[src/rtl/adsr_pkg.sv]
// Shared types and constants for the ADSR envelope block.
`default_nettype none

package adsr_pkg;

    localparam int unsigned ENV_W   = 23;
    localparam int unsigned FADE_W  = 24;
    localparam int unsigned REQ_W   = 3;
    localparam int unsigned STAGE_W = 3;
    localparam int unsigned VEL_W   = 7;
    localparam int unsigned WHEEL_W = 8;
    localparam int unsigned VOL_W   = 8;
    localparam int unsigned LEV_W   = 7;
    localparam int unsigned CIDX_W  = 3;
    localparam int unsigned CDATA_W = 24;

    localparam logic [ENV_W-1:0] ENV_FULL = 23'h7F0000;
    localparam logic [ENV_W-1:0] CUT_RATE = 23'h060000;

    // Request codes
    localparam logic [REQ_W-1:0] REQ_TICK   = 3'd0;
    localparam logic [REQ_W-1:0] REQ_START  = 3'd1;
    localparam logic [REQ_W-1:0] REQ_OFF    = 3'd2;
    localparam logic [REQ_W-1:0] REQ_CUT    = 3'd3;
    localparam logic [REQ_W-1:0] REQ_CLOSE  = 3'd4;

    // Envelope stages
    localparam logic [STAGE_W-1:0] STG_ATTACK  = 3'd0;
    localparam logic [STAGE_W-1:0] STG_DECAY   = 3'd1;
    localparam logic [STAGE_W-1:0] STG_FADE    = 3'd2;
    localparam logic [STAGE_W-1:0] STG_RELEASE = 3'd3;
    localparam logic [STAGE_W-1:0] STG_CUT     = 3'd4;

    // Configuration register indexes
    localparam logic [CIDX_W-1:0] CFG_ATTACK  = 3'd0;
    localparam logic [CIDX_W-1:0] CFG_DECAY   = 3'd1;
    localparam logic [CIDX_W-1:0] CFG_SUSTAIN = 3'd2;
    localparam logic [CIDX_W-1:0] CFG_FADE    = 3'd3;
    localparam logic [CIDX_W-1:0] CFG_RELEASE = 3'd4;

    localparam logic [ENV_W-1:0]  RST_ATTACK  = 23'h010000;
    localparam logic [ENV_W-1:0]  RST_DECAY   = 23'h010000;
    localparam logic [ENV_W-1:0]  RST_SUSTAIN = 23'h400000;
    localparam logic [FADE_W-1:0] RST_FADE    = 24'h000000;
    localparam logic [ENV_W-1:0]  RST_RELEASE = 23'h010000;

    // Controller to datapath commands
    typedef struct packed {
        logic load;   // capture request fields and pre-update level
        logic step;   // apply request to envelope state, first multiply
        logic emit;   // second multiply, fill output register
    } t_cmd;

endpackage

`default_nettype wire

[src/rtl/adsr_ctrl.sv]
// Sequencing controller: capture, step and emit phases plus output valid.
`default_nettype none

module adsr_ctrl (
    input  wire              i_clk,
    input  wire              i_rst_n,
    input  wire              i_in_valid,
    output logic             o_in_stall,
    output logic             o_out_valid,
    input  wire              i_out_stall,
    output adsr_pkg::t_cmd   o_cmd
);
    import adsr_pkg::*;

    typedef enum logic [2:0] {
        ST_IDLE = 3'b001,
        ST_STEP = 3'b010,
        ST_EMIT = 3'b100
    } t_state;

    t_state r_state, n_state;
    logic   r_out_valid, n_out_valid;
    logic   out_free;

    assign out_free = !r_out_valid || !i_out_stall;

    always_comb begin
        n_state    = r_state;
        o_cmd      = '0;
        o_in_stall = 1'b1;
        unique case (r_state)
            ST_IDLE: begin
                o_in_stall = 1'b0;
                if (i_in_valid) begin
                    o_cmd.load = 1'b1;
                    n_state    = ST_STEP;
                end
            end
            ST_STEP: begin
                o_cmd.step = 1'b1;
                n_state    = ST_EMIT;
            end
            ST_EMIT: begin
                // hold until the output register can take the result
                if (out_free) begin
                    o_cmd.emit = 1'b1;
                    n_state    = ST_IDLE;
                end
            end
            default: n_state = ST_IDLE;
        endcase
    end

    always_comb begin
        n_out_valid = r_out_valid && i_out_stall;
        if (o_cmd.emit) begin
            n_out_valid = 1'b1;
        end
    end

    always_ff @(posedge i_clk) begin
        if (!i_rst_n) begin
            r_state     <= ST_IDLE;
            r_out_valid <= 1'b0;
        end else begin
            r_state     <= n_state;
            r_out_valid <= n_out_valid;
        end
    end

    assign o_out_valid = r_out_valid;

endmodule

`default_nettype wire

[src/rtl/adsr_dpath.sv]
// Envelope state, configuration registers, volume multiplier and output register.
`default_nettype none

module adsr_dpath (
    input  wire                            i_clk,
    input  wire                            i_rst_n,
    input  adsr_pkg::t_cmd                 i_cmd,
    input  wire                            i_cfg_valid,
    input  wire  [adsr_pkg::CIDX_W-1:0]    i_cfg_index,
    input  wire  [adsr_pkg::CDATA_W-1:0]   i_cfg_data,
    input  wire  [adsr_pkg::REQ_W-1:0]     i_req_type,
    input  wire  [adsr_pkg::VEL_W-1:0]     i_velocity,
    input  wire  [adsr_pkg::WHEEL_W-1:0]   i_channel_volume,
    input  wire                            i_has_channel,
    output logic [adsr_pkg::VOL_W-1:0]     o_volume,
    output logic [adsr_pkg::ENV_W-1:0]     o_envelope,
    output logic [adsr_pkg::STAGE_W-1:0]   o_stage,
    output logic                           o_finished,
    output logic                           o_voice_active
);
    import adsr_pkg::*;

    localparam int unsigned P1_W = VEL_W + WHEEL_W;
    localparam int unsigned P2_W = P1_W + LEV_W;

    // configuration
    logic [ENV_W-1:0]  r_attack, r_decay, r_sustain, r_release;
    logic [FADE_W-1:0] r_fade;

    // envelope state
    logic [ENV_W-1:0]   r_env,   n_env;
    logic [STAGE_W-1:0] r_stage, n_stage;
    logic               r_active, n_active;
    logic               r_fin,   n_fin;

    // captured request
    logic [REQ_W-1:0]   r_req;
    logic [VEL_W-1:0]   r_vel;
    logic [WHEEL_W-1:0] r_wheel;
    logic               r_has_ch;
    logic [LEV_W-1:0]   r_lev;

    logic [P1_W-1:0]    r_p1;
    logic               r_vol_en;

    // arithmetic
    logic [ENV_W:0]          atk_sum;
    logic [ENV_W:0]          dec_thr;
    logic signed [ENV_W+1:0] fade_diff;
    logic [ENV_W-1:0]        rel_rate;
    logic [P2_W-1:0]         p2;
    logic [VOL_W-1:0]        vol;
    logic                    tick_live;

    always_ff @(posedge i_clk) begin
        if (!i_rst_n) begin
            r_attack  <= RST_ATTACK;
            r_decay   <= RST_DECAY;
            r_sustain <= RST_SUSTAIN;
            r_fade    <= RST_FADE;
            r_release <= RST_RELEASE;
        end else if (i_cfg_valid) begin
            unique case (i_cfg_index)
                CFG_ATTACK:  r_attack  <= i_cfg_data[ENV_W-1:0];
                CFG_DECAY:   r_decay   <= i_cfg_data[ENV_W-1:0];
                CFG_SUSTAIN: r_sustain <= i_cfg_data[ENV_W-1:0];
                CFG_FADE:    r_fade    <= i_cfg_data[FADE_W-1:0];
                CFG_RELEASE: r_release <= i_cfg_data[ENV_W-1:0];
                default: ;
            endcase
        end
    end

    always_ff @(posedge i_clk) begin
        if (i_cmd.load) begin
            r_req    <= i_req_type;
            r_vel    <= i_velocity;
            r_wheel  <= i_channel_volume;
            r_has_ch <= i_has_channel;
            r_lev    <= r_env[ENV_W-1 -: LEV_W];
        end
    end

    assign tick_live = (r_req == REQ_TICK) && r_active;
    assign atk_sum   = {1'b0, r_env} + {1'b0, r_attack};
    assign dec_thr   = {1'b0, r_sustain} + {1'b0, r_decay};
    assign fade_diff = $signed({2'b00, r_env}) - $signed({r_fade[FADE_W-1], r_fade});
    assign rel_rate  = ((r_stage == STG_CUT) && (r_release == '0)) ? CUT_RATE : r_release;

    always_comb begin
        n_env    = r_env;
        n_stage  = r_stage;
        n_active = r_active;
        n_fin    = 1'b0;
        unique case (r_req)
            REQ_TICK: begin
                if (r_active) begin
                    case (r_stage) inside
                        STG_ATTACK: begin
                            if (atk_sum >= {1'b0, ENV_FULL}) begin
                                n_env   = ENV_FULL;
                                n_stage = STG_DECAY;
                            end else begin
                                n_env = atk_sum[ENV_W-1:0];
                            end
                        end
                        STG_DECAY: begin
                            if ({1'b0, r_env} <= dec_thr) begin
                                n_env   = r_sustain;
                                n_stage = STG_FADE;
                            end else begin
                                n_env = r_env - r_decay;
                            end
                        end
                        STG_FADE: begin
                            if (fade_diff >= $signed({2'b00, ENV_FULL})) begin
                                n_env = ENV_FULL;
                            end else if (fade_diff <= $signed({(ENV_W+2){1'b0}})) begin
                                n_env = '0;
                                n_fin = 1'b1;
                            end else begin
                                n_env = fade_diff[ENV_W-1:0];
                            end
                        end
                        STG_RELEASE, STG_CUT: begin
                            if (r_env <= rel_rate) begin
                                n_env = '0;
                                n_fin = 1'b1;
                            end else begin
                                n_env = r_env - rel_rate;
                            end
                        end
                        default: ;
                    endcase
                    if (n_fin) begin
                        n_active = 1'b0;
                    end
                end
            end
            REQ_START: begin
                n_stage  = STG_ATTACK;
                n_env    = '0;
                n_active = 1'b1;
            end
            REQ_OFF: begin
                if (r_active) begin
                    n_stage = STG_RELEASE;
                end
            end
            REQ_CUT: begin
                if (r_active) begin
                    // a silent channel turns the cut into a close
                    if (r_has_ch && (r_wheel == '0)) begin
                        n_stage = STG_RELEASE;
                        n_env   = '0;
                    end else begin
                        n_stage = STG_CUT;
                    end
                end
            end
            REQ_CLOSE: begin
                if (r_active) begin
                    n_stage = STG_RELEASE;
                    n_env   = '0;
                end
            end
            default: ;
        endcase
    end

    always_ff @(posedge i_clk) begin
        if (!i_rst_n) begin
            r_env    <= '0;
            r_stage  <= STG_ATTACK;
            r_active <= 1'b0;
        end else if (i_cmd.step) begin
            r_env    <= n_env;
            r_stage  <= n_stage;
            r_active <= n_active;
        end
    end

    always_ff @(posedge i_clk) begin
        if (i_cmd.step) begin
            r_fin    <= n_fin;
            r_vol_en <= tick_live;
            r_p1     <= r_has_ch ? (P1_W'(r_wheel) * P1_W'(r_vel)) : P1_W'(r_vel);
        end
    end

    assign p2  = P2_W'(r_p1) * P2_W'(r_lev);
    assign vol = r_has_ch ? p2[14 +: VOL_W] : p2[7 +: VOL_W];

    always_ff @(posedge i_clk) begin
        if (i_cmd.emit) begin
            o_volume       <= r_vol_en ? vol : '0;
            o_envelope     <= r_env;
            o_stage        <= r_stage;
            o_finished     <= r_fin;
            o_voice_active <= r_active;
        end
    end

endmodule

`default_nettype wire

[src/rtl/adsr_envelope_with_volume.sv]
// Top level of the single-voice ADSR envelope generator with volume output.
//
// Each request is first captured with the envelope level as it stood, then
// applied to the envelope state while the first volume product is formed, and
// last the second product fills the output register when free. The two-step
// multiply and the shared envelope state set that order; a new request is
// taken as soon as the last result sits in the output register, even while it
// is stalled. A tick of an active voice gives the volume from the level before
// the step; other requests report volume zero. Configuration writes are always
// ready and must only be issued while no request is in flight.
`default_nettype none

module adsr_envelope_with_volume (
    input  wire                            i_clk,
    input  wire                            i_rst_n,
    input  wire                            i_in_valid,
    output logic                           o_in_stall,
    input  wire  [adsr_pkg::REQ_W-1:0]     i_req_type,
    input  wire  [adsr_pkg::VEL_W-1:0]     i_velocity,
    input  wire  [adsr_pkg::WHEEL_W-1:0]   i_channel_volume,
    input  wire                            i_has_channel,
    output logic                           o_out_valid,
    input  wire                            i_out_stall,
    output logic [adsr_pkg::VOL_W-1:0]     o_volume,
    output logic [adsr_pkg::ENV_W-1:0]     o_envelope,
    output logic [adsr_pkg::STAGE_W-1:0]   o_stage,
    output logic                           o_finished,
    output logic                           o_voice_active,
    input  wire                            i_cfg_valid,
    output logic                           o_cfg_ready,
    input  wire  [adsr_pkg::CIDX_W-1:0]    i_cfg_index,
    input  wire  [adsr_pkg::CDATA_W-1:0]   i_cfg_data
);
    import adsr_pkg::*;

    t_cmd cmd;

    assign o_cfg_ready = 1'b1;

    adsr_ctrl u_ctrl (
        .i_clk       (i_clk),
        .i_rst_n     (i_rst_n),
        .i_in_valid  (i_in_valid),
        .o_in_stall  (o_in_stall),
        .o_out_valid (o_out_valid),
        .i_out_stall (i_out_stall),
        .o_cmd       (cmd)
    );

    adsr_dpath u_dpath (
        .i_clk            (i_clk),
        .i_rst_n          (i_rst_n),
        .i_cmd            (cmd),
        .i_cfg_valid      (i_cfg_valid && o_cfg_ready),
        .i_cfg_index      (i_cfg_index),
        .i_cfg_data       (i_cfg_data),
        .i_req_type       (i_req_type),
        .i_velocity       (i_velocity),
        .i_channel_volume (i_channel_volume),
        .i_has_channel    (i_has_channel),
        .o_volume         (o_volume),
        .o_envelope       (o_envelope),
        .o_stage          (o_stage),
        .o_finished       (o_finished),
        .o_voice_active   (o_voice_active)
    );

endmodule

`default_nettype wire

[config.mk]
export PLATFORM = sky130hd
export DESIGN_NAME = adsr_envelope_with_volume
export DESIGN_NICKNAME = d
export VERILOG_FILES = /design/src/rtl/adsr_pkg.sv /design/src/rtl/adsr_ctrl.sv /design/src/rtl/adsr_dpath.sv /design/src/rtl/adsr_envelope_with_volume.sv
export SDC_FILE = /design/constraint.sdc
export NUM_CORES = 1
export LEC_CHECK = 0
export BUFFER_PORTS_ARGS = -buffer_cell sky130_fd_sc_hd__buf_2
export CAP_MARGIN = 30
export CORE_MARGIN = 2
export CORE_UTILIZATION = 45
export CTS_CLUSTER_DIAMETER = 120
export DETAILED_ROUTE_END_ITERATION = 12
export SLEW_MARGIN = 20
export SYNTH_ARGS = -nofsm -noshare
export SYNTH_HDL_FRONTEND = slang
export SYNTH_SLANG_ARGS = --single-unit
export TNS_END_PERCENT = 10
[constraint.sdc]
create_clock -name i_clk -period 7 [get_ports i_clk]
set_input_delay 0.35 -clock i_clk [delete_from_list [all_inputs] [get_ports i_clk]]
set_output_delay 0.35 -clock i_clk [all_outputs]
set_load 0.01 [all_outputs]
# Yosys cells after proc, flatten, opt, wreduce, memory -nomap -nowiden
# Index checks and enable logic that the tools add are counted.
# word_totals
latchBits,0
mem_bits_ro,0
n_memories,0
mem_bits_rw,0
regBits,226
# op_classes
div,0
mul,2
reduce_logical,27
addsub,5
mux,48
n_bitwise,0
eq_ne,26
order_cmp,5
shift,0
# ops
operator,n
$mux W23,14
$pmux W23 S4,1
$add A23 B23 Y24,2
$sub A23 B23 Y23,2
$mux W3,10
$ge A25 B24 Y1 const B,1
$le A25 B1 Y1 const B,1
$sub A24 B24 Y25,1
$ge A24 B23 Y1 const B,1
$le A23 B24 Y1,1
$le A23 B23 Y1,1
$logic_not A23 Y1,1
$mul A15 B7 Y22,1
$eq A3 B2 Y1 const B,7
$mux W1,18
$reduce_and A2 Y1,8
$mul A8 B7 Y15,1
$eq A3 B1 Y1 const B,4
$eq A3 B3 Y1 const B,4
$ne A2 B1 Y1 const B,6
$pmux W3 S4,1
$logic_not A3 Y1,3
$ne A3 B3 Y1 const B,3
$pmux W3 S3,1
other kinds (14),20

# Logic depth before layout (Yosys ltp)
# logic_depth
word_depth,14
depth_mapped,25
depth_no_buf,25

# Modules after synthesis
# Synthesis repeated with hierarchy kept, for this count alone.
# hier_totals
hier_cells,2418
area_unflattened_um2,20344.5
# by_module_without_submodules
mod,seq_area_each_um2,cells_each,area_per_inst_um2,instances
adsr_dpath,5235.0,2397,20168.1,1
adsr_ctrl,80.1,19,165.2,1
adsr_envelope_with_volume,0.0,2,11.3,1

# Least setup slack after synthesis
# No wires, ideal clock.
# synth_timing
path_type,reg2reg
from,register u_dpath.r_lev[3]
to,"register u_dpath.o_volume[7] (netlist bit), data pin"
synth_period_minus_slack_ns,5.391
path_slack_ns,1.609
arrival_time_ns,5.130
required_time_ns,6.739
n_path_buf,1
setup_ns,0.261
path_stages_with_launch,21
cell_sequence,edfxtp_1 clkbuf_1 and2_1 fa_1 inv_1 fa_1 fa_1 inv_1 fa_1 ha_1 or2_2 a21oi_1 a21oi_1 a41o_1 a31oi_1 o21ai_0 a21oi_1 o21bai_1 a21oi_1 nor2_1 a221o_1
# synth_between
elab_chain_cells,2
# synth_rtl
element,line_no,source
start: declaration,adsr_dpath.sv:41,logic [LEV_W-1:0] r_lev;
start signal: assignment,adsr_dpath.sv:80,r_lev <= r_env[ENV_W-1 -: LEV_W];
$mul A15 B7 Y22,adsr_dpath.sv:191,assign p2 = P2_W'(r_p1) * P2_W'(r_lev);
$mux W8,adsr_dpath.sv:192,assign vol = r_has_ch ? p2[14 +: VOL_W] : p2[7 +: VOL_W];
end signal: assignment,adsr_dpath.sv:196,o_volume <= r_vol_en ? vol : '0;
end: declaration,adsr_dpath.sv:15,"output logic [adsr_pkg::VOL_W-1:0] o_volume,"
# Every way passes these cells.
# A chain may end at the register's enable or synchronous reset.

# Final worst setup path
# Same ends and word-level chain as after synthesis.

==> summary.md <==
| Metric | Value |
|---|---|
| Worst-case clock buffer depth | `3` |
| Kind of critical path | `reg -> reg` |
| Final hold vios | `0` |
| Number of I/O port buffers | `88` |
| Setup repair bufs after CTS | `0` |
| Top achievable clock speed | `0.1720 GHz` |
| Slew @ Worst Pin | `between 0.9 and 1 ns` |
| Crit start category | `flop` |
| VDD IR max | `0.0001610 V` |
| Leading cell type in the layout, fill and taps excluded | `sky130_fd_sc_hd__nand2_1` |
| Rel. slew slack | `0.3872` |
| Post-synthesis cell type count | `91` |
| Power Density | `~190 nW/um2` |
| Initial antenna violation count | `2` |
| TritonCTS Buffers | `28` |
| Worst-case hold slack | `approximately 0.07 ns` |
| Sequential area share after synthesis | `0.2649` |
| Metal-1 WL | `25320 um` |
| Post-synthesis net count | `between 2000 and 3000` |
| Synthesized area per cell | `8.371 um2` |
| Status | `finished clean` |
| Num rows | `77` |
| WL met2 | `29250 um` |
| Number of warnings reported in the yosys synthesis log | `0` |
| Clock-pin transition on the worst setup and hold timing paths | `approximately 0.060 ns` |
| Final Total Pwr | `4193 uW` |
| Vias per Instance | `5.684` |
| Core outline area | `between 40000 and 50000 um2` |
| First drt pass iteration count | `6` |
| Unrepaired setup endpoints after global routing | `false` |
| Path class of the lowest-slack min-delay path | `in -> reg` |
| Worst-path cell with the longest stage delay | `sky130_fd_sc_hd__edfxtp_1` |
| Horiz. Die Dim | `approximately 220 um` |
| Clk_skew | `0.04638 ns` |
| Last weighted congestion value of the routability-driven placer | `0.9278` |
| Top FF cell, synth | `sky130_fd_sc_hd__dfxtp_1` |
| Vias in the first global route | `17538` |
| Wire length of the first global-routing pass | `95680 um` |
| Commonest cells after routing, fill and taps aside | `412 x sky130_fd_sc_hd__nand2_1, 208 x sky130_fd_sc_hd__ha_1, 205 x sky130_fd_sc_hd__a21oi_1, 203 x sky130_fd_sc_hd__inv_1, 147 x sky130_fd_sc_hd__dfxtp_1` |
| Clock sinks | `226` |
| Final global-route overflow total | `0` |
| Detailed Route WL | `59690 um` |
| Average wire per cell in the routed design | `19.38 um` |
| Depth of the CTS H-tree | `1` |
| Largest stage delay, worst path | `0.60 ns` |
| Number of remaining DRC errors | `0` |
| Master cell of the clock root buffer | `sky130_fd_sc_hd__clkbuf_16` |
| TritonCTS clock tree | `done` |
| Vert. Die Dim | `between 200 and 250 um` |
| CP max FO | `15` |
| Clock latency on the worst-skew pair | `between 0.5 and 0.6 ns` |
| Met3 WL | `2399 um` |
| HPWL after detailed placement | `46410 um` |
| Leakage dissipation | `0.009387 uW` |
| Max-capacitance violation count | `0` |
| Fraction of final layout cells sized beyond drive strength 1 | `0.08085` |
| Signal arrival time at the worst endpoint | `6.12 ns` |
| Worst Setup Slack post-DPL | `1.205 ns` |
| Worst Path Required | `7.31 ns` |
| Number of nets in the layout | `2821` |
| Pin count of the biggest net entering global routing | `71` |
| Summed instance area of the synthesized netlist | `20070 um2` |
| Die Footprint | `~46000 um2` |
| Final worst path period share | `0.8307` |
| #FFs+latches synth | `226` |
| Number of DRC markers after the initial detailed-route iteration | `1125` |
| Overall track demand over capacity in global routing | `0.2593` |
| Initial cell density of the core | `0.4547` |
| Synthesized instance count | `2397` |
| Final setup violation count | `0` |
| Highest metal layer with signal wires | `met5` |
| Via total after detailed routing | `17501` |
| Minimum clock period after layout | `between 5 and 6 ns` |
| Boundary pin count | `90` |
| Cell chain of the critical path | `and2_1 -> fa_1 -> inv_1 -> fa_1 -> fa_1 -> inv_1 -> fa_1 -> ha_1 -> or2_2 -> a21oi_1 -> a21oi_1 -> a41o_1 -> a31oi_1 -> o21ai_0 -> a21oi_1 -> o21bai_1 -> a21oi_1 -> nor2_1 -> a221o_1` |
| Number of routed nets with antenna violations | `0` |
| Area growth from synthesis to layout | `10.98%` |
| FFs w/ async S/R, synth | `0` |
| Crit end category | `flop` |
| Least setup slack across all paths after layout | `1.185 ns` |
| Max-slew violation count | `0` |
| Fin Setup TNS | `0 ns` |
| EDFF count, synth | `79` |
-- timing repair --
action	4_1_cts	5_1_grt
endpoints found under the hold margin	20	0
gates resized for setup	0	0
hold buffers	20	0
-- power by group --
| group | total, uW | leakage [uW] | internal [uW] | switching [uW] |
|---|---|---|---|---|
| clock network | 1510 | 0.000470 | 907 | 607 |
| logic | 1230 | 0.00700 | 539 | 688 |
| registers | 1450 | 0.00191 | 1400 | 49.6 |
-- cells in the mapped netlist (all sizes together) (7+ instances only) --
master / number / area share
a2111oi: 8 / 0.0039
a211o: 13 / 0.0057
a211oi: 24 / 0.0090
a21boi: 53 / 0.020
a21o: 43 / 0.016
a21oi: 212 / 0.054
a221oi: 12 / 0.0052
a31oi: 12 / 0.0037
and2: 100 / 0.031
and3: 12 / 0.0037
buf: 9 / 0.0030
clkbuf: 80 / 0.015
dfxtp: 147 / 0.15
edfxtp: 79 / 0.12
fa: 97 / 0.097
ha: 208 / 0.13
inv: 204 / 0.038
mux2i: 15 / 0.0075
nand2: 412 / 0.077
nand2b: 30 / 0.0094
nand3: 35 / 0.0087
nand4: 24 / 0.0075
nor2: 106 / 0.020
nor2b: 21 / 0.0065
nor3: 34 / 0.0085
nor4: 16 / 0.0050
o211ai: 13 / 0.0051
o21a: 13 / 0.0049
o21ai: 89 / 0.023
o21bai: 19 / 0.0071
o221ai: 9 / 0.0039
o22ai: 7 / 0.0022
o31a: 8 / 0.0035
o31ai: 11 / 0.0041
or2: 12 / 0.0037
or3: 12 / 0.0037
xnor2: 60 / 0.026
xor2: 49 / 0.021
-- path summary, 6_finish.rpt --
kind,start,to,slack (ns),cells after the start
worst max-delay path,u_dpath.r_lev[3],u_dpath.o_volume[7],1.18,19
worst min-delay path,i_cfg_data[0],u_dpath.r_release[0],0.07,3
worst max register to register,u_dpath.r_lev[3],u_dpath.o_volume[7],1.18,19
worst min register to register,u_dpath.r_fin,u_dpath.o_finished,0.44,0
-- routing by layer --
layer,GRT usage,up-vias
met1,0.3199,8408
met4,0.1041,2
li1,-,8516
met2,0.4620,443
met5,0,-
met3,0.02746,132
-- metrics by stage --
stage,util,std cells,instance area [um2]
after floorplan,-,2397,20070
after global placement,0.4761,3000,21010
after detailed placement,0.4773,3004,21060
after CTS,0.5038,3075,22230
after global routing,0.5047,3079,22270
final,0.5047,3079,22270
-- registers in the layout, summed over array words and instances (netlist names), 3 cells and up --
register and count:
u_dpath.r_fade 24, u_dpath.o_envelope 23, u_dpath.r_attack 23, u_dpath.r_decay 23, u_dpath.r_env 23, u_dpath.r_release 23, u_dpath.r_sustain 23, u_dpath.r_p1 15
u_dpath.o_volume 8, u_dpath.r_wheel 8, u_dpath.r_lev 7, u_dpath.r_vel 7, u_ctrl.r_state 3, u_dpath.o_stage 3, u_dpath.r_req 3, u_dpath.r_stage 3
-- layout make-up --
| cell class | count | area, um2 |
|---|---|---|
| fill | 4374 | 21860 |
| multi-input combinational | 1878 | 13660 |
| sequential | 226 | 5315 |
| timing repair buffer | 127 | 820.8 |
| clock buffer | 34 | 784.5 |
| inverter | 204 | 765.7 |
| tap | 592 | 740.7 |
| clock inverter | 17 | 183.9 |
| antenna | 1 | 2.502 |
-- cells by family after synthesis --
| kind of cell | share of synthesized area |
|---|---|
| AND/OR/NAND/NOR | 0.1951 |
| adder cells (fa/ha/maj) | 0.2265 |
| flip-flops | 0.2649 |
| other | 0.0001869 |
| multiplexers | 0.01029 |
| XOR/XNOR | 0.04758 |
| buffers and inverters | 0.05612 |
| AO/OA/AOI/OAI | 0.1994 |
-- worst max-delay path, delay by kind of cell, from the launching register on --
family	cells	cell delay (ns)
adder cells (fa/ha/maj)	5	2.31
AO/OA/AOI/OAI	9	1.93
AND/OR/NAND/NOR	3	0.61
flip-flops	1	0.60
buffers and inverters	2	0.11
No activity file was read; power rests on OpenSTA's default activity.
